**config.mk**
```make
export PLATFORM = sky130hd
export DESIGN_NAME = write_gather_burst_pipe_unit_flat
export DESIGN_NICKNAME = d
export VERILOG_FILES = /design/src/hw/rtl/wgb_pkg.sv /design/src/hw/rtl/wgb_if.sv /design/src/hw/rtl/wgb_ram.sv /design/src/hw/rtl/wgb_pack.sv /design/src/hw/rtl/wgb_ctrl.sv /design/src/hw/rtl/write_gather_burst_pipe_unit.sv /design/src/flat_wrapper.sv
export VERILOG_INCLUDE_DIRS = /design/src /design/src/hw/rtl
export SDC_FILE = /design/constraint.sdc
export NUM_CORES = 2
export LEC_CHECK = 0
export ABC_CLOCK_PERIOD_IN_PS = 15300
export BUFFER_PORTS_ARGS = -buffer_cell sky130_fd_sc_hd__buf_2
export CAP_MARGIN = 30
export CORE_ASPECT_RATIO = 1.25
export CORE_MARGIN = 3
export CORE_UTILIZATION = 65
export DETAILED_ROUTE_END_ITERATION = 10
export GPL_ROUTABILITY_DRIVEN = 0
export PLACE_DENSITY_LB_ADDON = 0.05
export SYNTH_ARGS = -nofsm -noshare
export SYNTH_HDL_FRONTEND = slang
export SYNTH_SLANG_ARGS = --single-unit
```
**constraint.sdc**
```tcl
create_clock -name clk -period 15.3 [get_ports clk]
set_input_delay 1.53 -clock clk [delete_from_list [all_inputs] [get_ports clk]]
set_output_delay 1.53 -clock clk [all_outputs]
set_load 0.01 [all_outputs]
```
**src/hw/rtl/assert_macros.svh**
```systemverilog
`ifndef ASSERT_MACROS_SVH
`define ASSERT_MACROS_SVH

// same-cycle implication, checked on every rising edge outside reset
`define WGB_ASSERT_IMPL(name, clk, rst_n, ante, cons, msg) \
    name: assert property (@(posedge clk) disable iff (!rst_n) (ante) |-> (cons)) \
        else $error(msg);

// next-cycle implication
`define WGB_ASSERT_NEXT(name, clk, rst_n, ante, cons, msg) \
    name: assert property (@(posedge clk) disable iff (!rst_n) (ante) |=> (cons)) \
        else $error(msg);

`endif

```
**src/hw/rtl/wgb_pkg.sv**
```systemverilog
`default_nettype none

package wgb_pkg;

    localparam int OP_W       = 3;
    localparam int DATA_W     = 64;
    localparam int PTR_W      = 32;
    localparam int CFG_IDX_W  = 2;
    localparam int CFG_DATA_W = 32;

    localparam logic [OP_W-1:0] OP_BYTE  = 3'd0;
    localparam logic [OP_W-1:0] OP_HALF  = 3'd1;
    localparam logic [OP_W-1:0] OP_WORD  = 3'd2;
    localparam logic [OP_W-1:0] OP_DWORD = 3'd3;
    localparam logic [OP_W-1:0] OP_FLUSH = 3'd4;

    localparam logic [CFG_IDX_W-1:0] CFG_RING_BASE = 2'd0;
    localparam logic [CFG_IDX_W-1:0] CFG_RING_END  = 2'd1;
    localparam logic [CFG_IDX_W-1:0] CFG_START_PTR = 2'd2;

    typedef enum logic {
        ST_IDLE,
        ST_EMIT
    } state_t;

    // store side to sequencer
    typedef struct packed {
        logic       grow_en;
        logic [3:0] grow;
        logic       flush_req;
    } pack_stat_t;

endpackage

`default_nettype wire

```
**src/hw/rtl/wgb_if.sv**
```systemverilog
`default_nettype none

interface wgb_store_if
    import wgb_pkg::*;
();
    logic              valid;
    logic              ready;
    logic [OP_W-1:0]   op;
    logic [DATA_W-1:0] value;
    logic              check;

    modport source (output valid, op, value, check, input ready);
    modport sink (input valid, op, value, check, output ready);
endinterface

interface wgb_burst_if
    import wgb_pkg::*;
();
    logic              valid;
    logic              ready;
    logic [PTR_W-1:0]  mem_addr;
    logic [DATA_W-1:0] mem_data;
    logic              burst_last;
    logic              run_last;
    logic              overrun;

    modport source (output valid, mem_addr, mem_data, burst_last, run_last, overrun,
                    input ready);
    modport sink (input valid, mem_addr, mem_data, burst_last, run_last, overrun,
                  output ready);
endinterface

interface wgb_cfg_if
    import wgb_pkg::*;
();
    logic                  valid;
    logic                  ready;
    logic [CFG_IDX_W-1:0]  index;
    logic [CFG_DATA_W-1:0] data;

    modport source (output valid, index, data, input ready);
    modport sink (input valid, index, data, output ready);
endinterface

`default_nettype wire

```
**src/hw/rtl/wgb_ram.sv**
```systemverilog
`default_nettype none

module wgb_ram #(
    parameter int WIDTH = 64,
    parameter int DEPTH = 64,
    localparam int ADDR_W = (DEPTH > 1) ? $clog2(DEPTH) : 1
)(
    input  logic              clk,
    input  logic              wr_en,
    input  logic [ADDR_W-1:0] wr_addr,
    input  logic [WIDTH-1:0]  wr_data,
    input  logic              rd_en,
    input  logic [ADDR_W-1:0] rd_addr,
    output logic [WIDTH-1:0]  rd_data
);

    logic [WIDTH-1:0] mem [DEPTH];
    logic [WIDTH-1:0] rd_data_reg;

    always_ff @(posedge clk)
    begin
        if (wr_en)
        begin
            mem[wr_addr] <= wr_data;
        end
        if (rd_en)
        begin
            rd_data_reg <= mem[rd_addr];
        end
    end

    assign rd_data = rd_data_reg;

endmodule

`default_nettype wire

```
**src/hw/rtl/wgb_pack.sv**
```systemverilog
`default_nettype none

module wgb_pack
    import wgb_pkg::*;
#(
    parameter int BUFFER_BYTES = 512,
    localparam int WORDS  = BUFFER_BYTES / 8,
    localparam int ADDR_W = (WORDS > 1) ? $clog2(WORDS) : 1,
    localparam int FILL_W = $clog2(BUFFER_BYTES + 1)
)(
    input  logic              clk,
    input  logic              rst_n,
    input  logic              accept,
    input  logic [OP_W-1:0]   op,
    input  logic [DATA_W-1:0] value,
    input  logic              check,
    input  logic [FILL_W-1:0] fill,
    input  logic [ADDR_W-1:0] head,
    output logic              wr_en,
    output logic [ADDR_W-1:0] wr_addr,
    output logic [DATA_W-1:0] wr_data,
    output pack_stat_t        stat
);

    localparam int SUM_W = FILL_W - 2;

    // partial tail word, bytes packed from the top, unused bytes kept zero
    logic [DATA_W-1:0]   tail_reg;
    logic [DATA_W-1:0]   tail_next;
    logic [3:0]          size;
    logic [DATA_W-1:0]   data_al;
    logic                is_store;
    logic [2:0]          tail_cnt;
    logic [2*DATA_W-1:0] merged;
    logic                spill;
    logic                fits;
    logic [FILL_W:0]     fill_sum;
    logic [SUM_W-1:0]    idx_sum;

    always_comb
    begin
        is_store = op < OP_FLUSH;
        size     = 4'd0;
        data_al  = '0;
        case (op)
            OP_BYTE:
            begin
                size    = 4'd1;
                data_al = {value[7:0], 56'd0};
            end
            OP_HALF:
            begin
                size    = 4'd2;
                data_al = {value[15:0], 48'd0};
            end
            OP_WORD:
            begin
                size    = 4'd4;
                data_al = {value[31:0], 32'd0};
            end
            OP_DWORD:
            begin
                size    = 4'd8;
                data_al = value;
            end
            default:
            begin
                size    = 4'd0;
                data_al = '0;
            end
        endcase

        tail_cnt = fill[2:0];
        merged   = {tail_reg, {DATA_W{1'b0}}}
                 | ({data_al, {DATA_W{1'b0}}} >> {tail_cnt, 3'b000});
        fill_sum = {1'b0, fill} + (FILL_W + 1)'(size);
        fits     = fill_sum <= (FILL_W + 1)'(BUFFER_BYTES);
        spill    = ({1'b0, tail_cnt} + size) >= 4'd8;

        // word slot just past the last full word, on the ring
        idx_sum = SUM_W'(head) + SUM_W'(fill[FILL_W-1:3]);
        if (idx_sum >= SUM_W'(WORDS))
        begin
            idx_sum = idx_sum - SUM_W'(WORDS);
        end

        wr_en   = accept && is_store && fits && spill;
        wr_addr = idx_sum[ADDR_W-1:0];
        wr_data = merged[2*DATA_W-1:DATA_W];

        tail_next = tail_reg;
        if (accept && is_store && fits)
        begin
            tail_next = spill ? merged[DATA_W-1:0] : merged[2*DATA_W-1:DATA_W];
        end

        stat.grow_en   = is_store && fits;
        stat.grow      = size;
        stat.flush_req = check || !is_store;
    end

    always_ff @(posedge clk or negedge rst_n)
    begin
        if (!rst_n)
        begin
            tail_reg <= '0;
        end
        else
        begin
            tail_reg <= tail_next;
        end
    end

endmodule

`default_nettype wire

```
**src/hw/rtl/wgb_ctrl.sv**
```systemverilog
`default_nettype none
`include "assert_macros.svh"

module wgb_ctrl
    import wgb_pkg::*;
#(
    parameter int BURST_BYTES  = 32,
    parameter int BUFFER_BYTES = 512,
    localparam int WORDS  = BUFFER_BYTES / 8,
    localparam int ADDR_W = (WORDS > 1) ? $clog2(WORDS) : 1,
    localparam int FILL_W = $clog2(BUFFER_BYTES + 1)
)(
    input  logic              clk,
    input  logic              rst_n,
    input  logic              accept,
    input  pack_stat_t        stat,
    output logic              in_ready,
    output logic [FILL_W-1:0] fill,
    output logic [ADDR_W-1:0] head,
    output logic              rd_en,
    output logic [ADDR_W-1:0] rd_addr,
    input  logic [DATA_W-1:0] rd_data,
    wgb_burst_if.source       burst,
    wgb_cfg_if.sink           cfg
);

    localparam int WPB    = BURST_BYTES / 8;
    localparam int WCNT_W = (WPB > 1) ? $clog2(WPB) : 1;
    localparam int SUM_W  = FILL_W - 2;

    state_t            state_reg, state_next;
    logic [FILL_W-1:0] fill_reg, fill_next;
    logic [ADDR_W-1:0] head_reg, head_next;
    logic [PTR_W-1:0]  wptr_reg, wptr_next;
    logic [WCNT_W-1:0] wcnt_reg, wcnt_next;
    logic [PTR_W-1:0]  ring_base_reg, ring_base_next;
    logic [PTR_W-1:0]  ring_end_reg, ring_end_next;
    logic              hold_reg, hold_next;
    logic              out_valid_reg, out_valid_next;

    // word in flight through the ram read register
    logic [PTR_W-1:0]  pend_addr_reg, pend_addr_next;
    logic              pend_blast_reg, pend_blast_next;
    logic              pend_rlast_reg, pend_rlast_next;
    logic              pend_over_reg, pend_over_next;

    logic [PTR_W-1:0]  out_addr_reg, out_addr_next;
    logic [DATA_W-1:0] out_data_reg, out_data_next;
    logic              out_blast_reg, out_blast_next;
    logic              out_rlast_reg, out_rlast_next;
    logic              out_over_reg, out_over_next;

    logic [PTR_W-1:0]  next_ptr;
    logic              over;
    logic              wrap;
    logic              move;
    logic              issue;
    logic              last_word;
    logic              small_rest;
    logic [SUM_W-1:0]  rd_sum;
    logic [SUM_W-1:0]  head_sum;
    logic [FILL_W-1:0] fill_grow;

    always_comb
    begin
        next_ptr   = wptr_reg + PTR_W'(BURST_BYTES);
        over       = next_ptr > ring_end_reg;
        wrap       = next_ptr >= ring_end_reg;
        move       = hold_reg && (!out_valid_reg || burst.ready);
        issue      = (state_reg == ST_EMIT) && (!hold_reg || move);
        last_word  = wcnt_reg == WCNT_W'(WPB - 1);
        small_rest = {1'b0, fill_reg} < (FILL_W + 1)'(2 * BURST_BYTES);

        rd_sum = SUM_W'(head_reg) + SUM_W'(wcnt_reg);
        if (rd_sum >= SUM_W'(WORDS))
        begin
            rd_sum = rd_sum - SUM_W'(WORDS);
        end
        head_sum = SUM_W'(head_reg) + SUM_W'(WPB);
        if (head_sum >= SUM_W'(WORDS))
        begin
            head_sum = head_sum - SUM_W'(WORDS);
        end
        fill_grow = stat.grow_en ? fill_reg + FILL_W'(stat.grow) : fill_reg;

        state_next      = state_reg;
        fill_next       = fill_reg;
        head_next       = head_reg;
        wptr_next       = wptr_reg;
        wcnt_next       = wcnt_reg;
        ring_base_next  = ring_base_reg;
        ring_end_next   = ring_end_reg;
        pend_addr_next  = pend_addr_reg;
        pend_blast_next = pend_blast_reg;
        pend_rlast_next = pend_rlast_reg;
        pend_over_next  = pend_over_reg;

        case (state_reg)
            ST_IDLE:
            begin
                if (accept)
                begin
                    fill_next = fill_grow;
                    if (stat.flush_req && (fill_grow >= FILL_W'(BURST_BYTES)))
                    begin
                        state_next = ST_EMIT;
                    end
                end
            end
            ST_EMIT:
            begin
                if (issue)
                begin
                    pend_addr_next  = wptr_reg + (PTR_W'(wcnt_reg) << 3);
                    pend_blast_next = last_word;
                    pend_rlast_next = last_word && small_rest;
                    pend_over_next  = over;
                    if (last_word)
                    begin
                        fill_next = fill_reg - FILL_W'(BURST_BYTES);
                        head_next = head_sum[ADDR_W-1:0];
                        wptr_next = wrap ? ring_base_reg : next_ptr;
                        wcnt_next = '0;
                        if (small_rest)
                        begin
                            state_next = ST_IDLE;
                        end
                    end
                    else
                    begin
                        wcnt_next = wcnt_reg + 1'b1;
                    end
                end
            end
            default:
            begin
                state_next = ST_IDLE;
            end
        endcase

        // register writes are to come in only while idle; the block itself does not enforce this
        if (cfg.valid)
        begin
            case (cfg.index)
                CFG_RING_BASE: ring_base_next = cfg.data;
                CFG_RING_END:  ring_end_next  = cfg.data;
                CFG_START_PTR: wptr_next      = cfg.data;
                default:       ;
            endcase
        end

        if (issue)
        begin
            hold_next = 1'b1;
        end
        else if (move)
        begin
            hold_next = 1'b0;
        end
        else
        begin
            hold_next = hold_reg;
        end

        out_valid_next = out_valid_reg;
        out_addr_next  = out_addr_reg;
        out_data_next  = out_data_reg;
        out_blast_next = out_blast_reg;
        out_rlast_next = out_rlast_reg;
        out_over_next  = out_over_reg;
        if (move)
        begin
            out_valid_next = 1'b1;
            out_addr_next  = pend_addr_reg;
            out_data_next  = rd_data;
            out_blast_next = pend_blast_reg;
            out_rlast_next = pend_rlast_reg;
            out_over_next  = pend_over_reg;
        end
        else if (burst.ready)
        begin
            out_valid_next = 1'b0;
        end
    end

    always_ff @(posedge clk or negedge rst_n)
    begin
        if (!rst_n)
        begin
            state_reg     <= ST_IDLE;
            fill_reg      <= '0;
            head_reg      <= '0;
            wptr_reg      <= '0;
            wcnt_reg      <= '0;
            ring_base_reg <= '0;
            ring_end_reg  <= '0;
            hold_reg      <= 1'b0;
            out_valid_reg <= 1'b0;
        end
        else
        begin
            state_reg     <= state_next;
            fill_reg      <= fill_next;
            head_reg      <= head_next;
            wptr_reg      <= wptr_next;
            wcnt_reg      <= wcnt_next;
            ring_base_reg <= ring_base_next;
            ring_end_reg  <= ring_end_next;
            hold_reg      <= hold_next;
            out_valid_reg <= out_valid_next;
        end
    end

    always_ff @(posedge clk)
    begin
        pend_addr_reg  <= pend_addr_next;
        pend_blast_reg <= pend_blast_next;
        pend_rlast_reg <= pend_rlast_next;
        pend_over_reg  <= pend_over_next;
        out_addr_reg   <= out_addr_next;
        out_data_reg   <= out_data_next;
        out_blast_reg  <= out_blast_next;
        out_rlast_reg  <= out_rlast_next;
        out_over_reg   <= out_over_next;
    end

    assign in_ready         = state_reg == ST_IDLE;
    assign fill             = fill_reg;
    assign head             = head_reg;
    assign rd_en            = issue;
    assign rd_addr          = rd_sum[ADDR_W-1:0];
    assign cfg.ready        = 1'b1;
    assign burst.valid      = out_valid_reg;
    assign burst.mem_addr   = out_addr_reg;
    assign burst.mem_data   = out_data_reg;
    assign burst.burst_last = out_blast_reg;
    assign burst.run_last   = out_rlast_reg;
    assign burst.overrun    = out_over_reg;

    `WGB_ASSERT_IMPL(a_no_read_over_stall, clk, rst_n,
        hold_reg && out_valid_reg && !burst.ready, !rd_en,
        "ram read issued while the held word cannot move")
    `WGB_ASSERT_IMPL(a_emit_has_burst, clk, rst_n,
        state_reg == ST_EMIT, fill_reg >= FILL_W'(BURST_BYTES),
        "emitting without a full burst in the buffer")
    `WGB_ASSERT_NEXT(a_run_end_idle, clk, rst_n,
        issue && last_word && small_rest, state_reg == ST_IDLE,
        "sequencer kept running after the final word")
    `WGB_ASSERT_IMPL(a_run_last_on_burst_end, clk, rst_n,
        out_valid_reg && out_rlast_reg, out_blast_reg,
        "run end flagged inside a burst")

endmodule

`default_nettype wire

```
**src/hw/rtl/write_gather_burst_pipe_unit.sv**
```systemverilog
// a store is taken while idle; stores that release nothing go back to back, one per cycle
// a releasing store sends the sequencer to its emit state, which reads each burst word
// into the ram read register and then moves it to the output register, one gather ram
// read per cycle while the output is not stalled; the store side waits until the run ends
// reset clears pointer, fill and config; buffer contents stay undefined, no clear pass
`default_nettype none

module write_gather_burst_pipe_unit
    import wgb_pkg::*;
#(
    parameter int BURST_BYTES  = 32,
    parameter int BUFFER_BYTES = 512
)(
    input  logic        clk,
    input  logic        rst_n,
    wgb_store_if.sink   store,
    wgb_burst_if.source burst,
    wgb_cfg_if.sink     cfg
);

    localparam int WORDS  = BUFFER_BYTES / 8;
    localparam int ADDR_W = (WORDS > 1) ? $clog2(WORDS) : 1;
    localparam int FILL_W = $clog2(BUFFER_BYTES + 1);

    logic              accept;
    logic              in_ready;
    pack_stat_t        stat;
    logic [FILL_W-1:0] fill;
    logic [ADDR_W-1:0] head;
    logic              wr_en;
    logic [ADDR_W-1:0] wr_addr;
    logic [DATA_W-1:0] wr_data;
    logic              rd_en;
    logic [ADDR_W-1:0] rd_addr;
    logic [DATA_W-1:0] rd_data;

    assign accept      = store.valid && in_ready;
    assign store.ready = in_ready;

    wgb_pack #(
        .BUFFER_BYTES (BUFFER_BYTES)
    ) u_pack (
        .clk     (clk),
        .rst_n   (rst_n),
        .accept  (accept),
        .op      (store.op),
        .value   (store.value),
        .check   (store.check),
        .fill    (fill),
        .head    (head),
        .wr_en   (wr_en),
        .wr_addr (wr_addr),
        .wr_data (wr_data),
        .stat    (stat)
    );

    // full 64-bit words of the gather ring
    wgb_ram #(
        .WIDTH (DATA_W),
        .DEPTH (WORDS)
    ) u_ram (
        .clk     (clk),
        .wr_en   (wr_en),
        .wr_addr (wr_addr),
        .wr_data (wr_data),
        .rd_en   (rd_en),
        .rd_addr (rd_addr),
        .rd_data (rd_data)
    );

    wgb_ctrl #(
        .BURST_BYTES  (BURST_BYTES),
        .BUFFER_BYTES (BUFFER_BYTES)
    ) u_ctrl (
        .clk      (clk),
        .rst_n    (rst_n),
        .accept   (accept),
        .stat     (stat),
        .in_ready (in_ready),
        .fill     (fill),
        .head     (head),
        .rd_en    (rd_en),
        .rd_addr  (rd_addr),
        .rd_data  (rd_data),
        .burst    (burst),
        .cfg      (cfg)
    );

endmodule

`default_nettype wire
```
**src/flat_wrapper.sv**
```systemverilog
// flat-port wrapper written by rule: the top's interface ports become plain ports
module write_gather_burst_pipe_unit_flat import wgb_pkg::*;
#(
    parameter int BURST_BYTES  = 32,
    parameter int BUFFER_BYTES = 512
)
  (clk, rst_n, store_valid, store_op, store_value, store_check, store_ready, burst_valid, burst_mem_addr, burst_mem_data, burst_burst_last, burst_run_last, burst_overrun, burst_ready, cfg_valid, cfg_index, cfg_data, cfg_ready);
  wgb_store_if store_i ();
  wgb_burst_if burst_i ();
  wgb_cfg_if cfg_i ();
  input  logic clk;
  input  logic rst_n;
  input wire logic [$bits(store_i.valid)-1:0] store_valid;
  input wire logic [$bits(store_i.op)-1:0] store_op;
  input wire logic [$bits(store_i.value)-1:0] store_value;
  input wire logic [$bits(store_i.check)-1:0] store_check;
  output wire logic [$bits(store_i.ready)-1:0] store_ready;
  output wire logic [$bits(burst_i.valid)-1:0] burst_valid;
  output wire logic [$bits(burst_i.mem_addr)-1:0] burst_mem_addr;
  output wire logic [$bits(burst_i.mem_data)-1:0] burst_mem_data;
  output wire logic [$bits(burst_i.burst_last)-1:0] burst_burst_last;
  output wire logic [$bits(burst_i.run_last)-1:0] burst_run_last;
  output wire logic [$bits(burst_i.overrun)-1:0] burst_overrun;
  input wire logic [$bits(burst_i.ready)-1:0] burst_ready;
  input wire logic [$bits(cfg_i.valid)-1:0] cfg_valid;
  input wire logic [$bits(cfg_i.index)-1:0] cfg_index;
  input wire logic [$bits(cfg_i.data)-1:0] cfg_data;
  output wire logic [$bits(cfg_i.ready)-1:0] cfg_ready;
  assign store_i.valid = store_valid;
  assign store_i.op = store_op;
  assign store_i.value = store_value;
  assign store_i.check = store_check;
  assign store_ready = store_i.ready;
  assign burst_valid = burst_i.valid;
  assign burst_mem_addr = burst_i.mem_addr;
  assign burst_mem_data = burst_i.mem_data;
  assign burst_burst_last = burst_i.burst_last;
  assign burst_run_last = burst_i.run_last;
  assign burst_overrun = burst_i.overrun;
  assign burst_i.ready = burst_ready;
  assign cfg_i.valid = cfg_valid;
  assign cfg_i.index = cfg_index;
  assign cfg_i.data = cfg_data;
  assign cfg_ready = cfg_i.ready;
  write_gather_burst_pipe_unit #(.BURST_BYTES(BURST_BYTES), .BUFFER_BYTES(BUFFER_BYTES)) u_core (.clk(clk), .rst_n(rst_n), .store(store_i), .burst(burst_i), .cfg(cfg_i));
endmodule
```
Word level (Yosys, flattened, before mapping):

Memories as Yosys holds them, arrays and structs flattened. A register that Yosys moved wholly into a read port is not among the register bits.
Cells that the tools add are included.

* $add $sub $neg: 13
* $lt $le $gt $ge: 10
* equal/unequal tests: 9
* shift-type cells: 1
* mux-type cells: 30
* bitwise logic cells: 2
* reduce and logical (&&, ||, !) cells: 24

Operator list (count)
* $pmux 64 s4: 1
* $mux 32: 6
* $or 128x128->128: 1
* $shr 128x6->128: 1
* $mux 64: 1
* $mux 10: 4
* $add 32x5->32: 1
* $add 32x6->32 const B: 1
* $ge 32x32->1: 1
* $gt 32x32->1: 1
* $pmux 10 s2: 1
* $mux 6: 3
* $sub 6x1->6 const B: 3
* $pmux 4 s4: 1
* $ge 7x7->1 const B: 2
* $add 10x4->11: 1
* $le 11x10->1 const B: 1
* $mux 1: 11
* $add 10x4->10: 1
* $ge 10x6->1 const B: 1
* $lt 10x7->1 const B: 1
* $sub 10x6->10 const B: 1
* $logic_and 1x1->1: 9
* $add 6x7->8: 1
* other kinds (23): 34

* register bits: 315
* memory bits (writable): 4096
* bits of input ports: 107
* output and inout port bits: 102
* logic and storage cells: 109
* memories: 1

Memories
* u_core.u_ram.mem: words 64, width 64, read ports 1, clocked after memory_dff 1, wr ports 1, line wgb_ram.sv:17 `logic [WIDTH-1:0] mem [DEPTH];`

Depth between registers and ports, before layout:

* word-level depth: 11
* gate-level depth with buffers: 18
* depth with buffers taken out: 16

Cells and area by module:

Synthesis repeated with hierarchy kept, for this count alone.

* cells, all modules: 8348
* area, all modules: 175706.0 sq um

Modules (own cells, without submodules)
* wgb_ram: times used 1, cells an instance 6598, area each 156989.3 sq um, sequential area each 124919.8 sq um
* wgb_ctrl: times used 1, cells an instance 880, area each 11461.0 sq um, sequential area each 6901.6 sq um
* wgb_pack: times used 1, cells an instance 869, area each 7249.5 sq um, sequential area each 1601.5 sq um
* write_gather_burst_pipe_unit: times used 1, cells an instance 1, area each 6.3 sq um, sequential area each 0.0 sq um

Worst setup path after synthesis:

Ideal clock, no wire load.

* kind: input-to-reg
* start: input store_op[1]
* end: memory u_core.u_ram.mem[39][0] (enable)
* library setup time: 0.565 ns
* data arrival time: 8.785 ns
* required time: 14.735 ns
* setup slack: 5.951 ns
* cell stages on the path: 14
* buffers on the path: 3
* cells stage by stage: clkbuf_1 > clkbuf_1 > nor3_1 > ha_1 > inv_1 > fa_1 > nand2b_1 > a211oi_4 > a31oi_1 > a2111oi_4 > a21o_2 > nand4_4 > buf_1 > nor3_1

* cells in the longest elaborated chain, start to end: 8
* elaborated cells on any way between the ends: 15

RTL lines
* start, declared: line flat_wrapper.sv:14 `input wire logic [$bits(store_i.op)-1:0] store_op;`
* $eq 3x2->1 (tied with other cells): line wgb_pack.sv:45 `case (op)`
* $pmux 4 s4: line wgb_pack.sv:45
* $add 10x4->11: line wgb_pack.sv:76 `fill_sum = {1'b0, fill} + (FILL_W + 1)'(size);`
* $le 11x10->1: line wgb_pack.sv:77 `fits = fill_sum <= (FILL_W + 1)'(BUFFER_BYTES);`
* $logic_and 1x1->1: line wgb_pack.sv:87 `wr_en = accept && is_store && fits && spill;`
* $logic_and 1x1->1 *: line wgb_pack.sv:87
* $mux 1 *: line wgb_ram.sv:22 `if (wr_en)`
* $mux 1 (implied by the code) *: line wgb_ram.sv:24 `mem[wr_addr] <= wr_data;`
* end, declared: line wgb_ram.sv:17

Mark *: on every way between the ends. The rest lies on a longest branch, timed or not.

Final worst setup path:

* start: input store_op[1]
* end: memory u_core.u_ram.mem[3][32] (enable)

The elaborated chain is that of the path after synthesis.

==> metrics.txt <==
post-synthesis cell area 0.174 mm2; Critical Path Start Type input port; Congestion Overflow GR 0; TritonCTS clock tree done; drt pass-1 iters 6; combinational power share between 30% and 40%; TNS Setup 0 ps; number of cells after detailed placement about 11000; max_cap viols 0; final cycle utilization of the critical path 46.7%; largest net degree at the start of global routing around 140; count of input and output buffers 207; status finished, final reports clean; register name with the most flops u_core.u_ram.mem; slew at the pin with the worst max-slew slack 1110 ps; number of resized instances in the post-cts repair step 0; Data arrival, critical path about 7700 ps; final core utilization 73.5%; mean routed wirelength per cell 39.4 um; internal power contribution 26.2 mW; sequential share of power 42.0%; Tot GR Track Use 35.1%; CTS clk-pin slew, worst paths around 70 ps; Max Clock Freq approximately 0.14 GHz; top-area cell type share of the netlist area roughly 74%; leakage power figure about 62 nW; Sw Pwr 12.5 mW; via count of the first global-routing pass 85468; Final Power 38.7 mW; number of flops mapped to enable cells by yosys ~4300; setup repair after global routing missed its margin no; cell type contributing the most total cell area after synthesis sky130_fd_sc_hd__edfxtp_1; row cnt 211; min Tclk post-route 7140 ps; Avg Cell Area, Syn between 20 and 25 um2; cell at the root of the clock tree sky130_fd_sc_hd__clkbuf_16; count of unique library cells instantiated by Yosys 70; peak supply drop 0.177 mV; number of cells in the finished layout apart from fillers 11961; WS Path Type input port to flop; final setup vio count 0; drt initial violations 12941; Commonest cells post-synth 4294 x sky130_fd_sc_hd__edfxtp_1, 1352 x sky130_fd_sc_hd__mux4_2, 293 x sky130_fd_sc_hd__clkbuf_1; drc violations 0; Die Height around 580 um; number of nets in the final layout 8223; worst rel slew slack 25.7%; count of final max-slew check failures 0; category of the worst setup path capture point flop; number of buffers between clock root and the deepest sink 4; setup fix buffers added after clock tree synthesis 0; post-synthesis to final-layout area growth 11.9%; number of antenna-violating nets in the routed design 0; top cells by area, synth sky130_fd_sc_hd__edfxtp_1 74%, sky130_fd_sc_hd__mux4_2 17%, sky130_fd_sc_hd__dfrtp_1 2.6%; TritonCTS buffer count 412; Synth warnings 0; number of vias per cell 7.20; dominant register cell in the synthesized netlist sky130_fd_sc_hd__edfxtp_1; leading cell type by number of instances after synthesis sky130_fd_sc_hd__edfxtp_1; proportion of layout cells with a drive suffix above 1 31.9%; clock insertion delay at the later pin of the skew report about 940 ps; class of the most critical hold timing path flop to flop; max FFs per register 4096; antenna violations before repair 54; routed via count 86130; CTS Hold Bufs 0; number of synthesized register bits 4473; # IOs approximately 210; core area 0.266 mm2; largest fanout on the critical path 41; first-pass GRT wire length 664000 um; number of sinks handled by clock tree synthesis 4473; clock network fraction of design power 26.6%; required time of the worst setup path 15840 ps; final hold vios 0; Post-Synthesis Net Count 7769; proportion of synthesized flip-flops having asynchronous set or reset 4.00%; Pwr Density 198 mW/mm2; full die area 0.274 mm2; Die X-Extent ~470 um; Gate Count Post-Synth 7613; number of H-tree levels 5; initial cell density of the core 65.6%; Detail Placement HPWL between 200000 and 300000 um; portion of the post-synthesis area used by sequential elements approximately 77%; Net Sw Frac 32.3%; total wire length 471000 um; clk_skew 53.9 ps
[placed cells by master, fill, tap and decap left out, drive strengths merged, types with 8 or more instances in the layout]
| master | n |
|---|---|
| a311oi | 8 |
| or3 | 16 |
| o21bai | 19 |
| a22oi | 24 |
| mux2i | 56 |
| a221o | 16 |
| clkinvlp | 21 |
| a2bb2oi | 10 |
| bufinv | 44 |
| xnor2 | 36 |
| mux4 | 1352 |
| o221ai | 8 |
| diode | 49 |
| nor2 | 147 |
| nand3 | 29 |
| a21o | 51 |
| mux2 | 99 |
| nand2b | 12 |
| clkbuf | 508 |
| nand2 | 178 |
| and3 | 13 |
| nor2b | 13 |
| inv | 70 |
| or2 | 20 |
| o2bb2ai | 8 |
| a31oi | 13 |
| dfrtp | 179 |
| a2111oi | 15 |
| clkinv | 166 |
| xor2 | 29 |
| nand4 | 13 |
| ha | 46 |
| nor3 | 91 |
| edfxtp | 4294 |
| o21ai | 122 |
| buf | 476 |
| a21oi | 108 |
| nand3b | 8 |
| a211oi | 25 |
[area by class of cell]
class / instances / area (um2)
diodes: 49 / 123
clock buffers: 507 / 11100
clock inverters: 238 / 2350
fillers: 14643 / 70500
inverters: 63 / 241
multi-input cells: 2640 / 39800
flip-flops and latches: 4473 / 133000
well taps: 3514 / 4400
repair buffers: 477 / 3710
[final timing paths]
kind,from,to,slack [ps],cells after the start
hold reg to reg,u_core.u_ctrl.pend_addr_reg[13]$_DFFE_PP_,u_core.u_ctrl.burst.mem_addr[13]$_DFFE_PP_,420,0
hold / removal,u_core.u_ctrl.pend_addr_reg[13]$_DFFE_PP_,u_core.u_ctrl.burst.mem_addr[13]$_DFFE_PP_,420,0
setup / recovery,store_op[1],u_core.u_ram.mem[3][32]$_DFFE_PP_,8160,14
max in group asynchronous,rst_n,u_core.u_ctrl.wcnt_reg[0]$_DFFE_PN0P_,13180,3
setup reg to reg,u_core.u_ctrl.fill[0]$_DFFE_PN0P_,u_core.u_ram.mem[3][32]$_DFFE_PP_,8600,13
min in group asynchronous,rst_n,u_core.u_ctrl.ring_end_reg[18]$_DFFE_PN0P_,720,1
[power by group through the flow]
| stage | logic, mW | registers (mW) | clock network (mW) |
|---|---|---|---|
| after floorplan | 7.10 | 16.3 | 0 |
| after global placement | 11.8 | 16.5 | 0 |
| after detailed placement | 12.1 | 16.5 | 0 |
| after CTS | 12.1 | 16.2 | 10.4 |
| after global routing | 12.6 | 16.3 | 10.9 |
| final | 12.2 | 16.2 | 10.3 |
[stage by stage]
step                      hold WS (ps)  cell area [um2]  setup WS [ps]
after floorplan                    400           174000           5950
after global placement             401           181000           7340
after detailed placement           405           181000           7420
after CTS                          415           195000           8330
after global routing               424           195000           8000
final                              418           195000           8160
[routing by layer]
layer / GRT usage (%) / vias to the layer above / routed length [um]
li1: - / 33296 / -
met1: 48.2 / 45968 / 163000
met2: 54.2 / 5841 / 228000
met3: 7.73 / 1001 / 50200
met4: 18.0 / 24 / 29600
met5: 0 / - / 174
[critical path, stage by stage]
cell and delay [ps]:
sky130_fd_sc_hd__buf_2 120, sky130_fd_sc_hd__buf_4 350, sky130_fd_sc_hd__nor3b_4 860, sky130_fd_sc_hd__ha_1 450, sky130_fd_sc_hd__xnor2_1 180, sky130_fd_sc_hd__nor3b_1 320
sky130_fd_sc_hd__o21ai_0 230, sky130_fd_sc_hd__a2111oi_4 300, sky130_fd_sc_hd__a21o_2 260, sky130_fd_sc_hd__nand4_4 100, sky130_fd_sc_hd__buf_4 400, sky130_fd_sc_hd__or3_1 840
sky130_fd_sc_hd__nor2_4 860, sky130_fd_sc_hd__buf_4 710
[kinds of logic after synthesis]
group | count (synthesis) | share of synthesized area [%]
muxes | 1507 | 18.4
adders and majority gates | 49 | 0.365
buffers and inverters | 500 | 1.10
AOI/OAI and AO/OA | 461 | 1.74
xor gates and xnor gates | 65 | 0.327
other | 1 | 0.00215
DFF | 4473 | 76.5
and+or+nand+nor | 557 | 1.49
No activity file was read; power rests on OpenSTA's default activity.
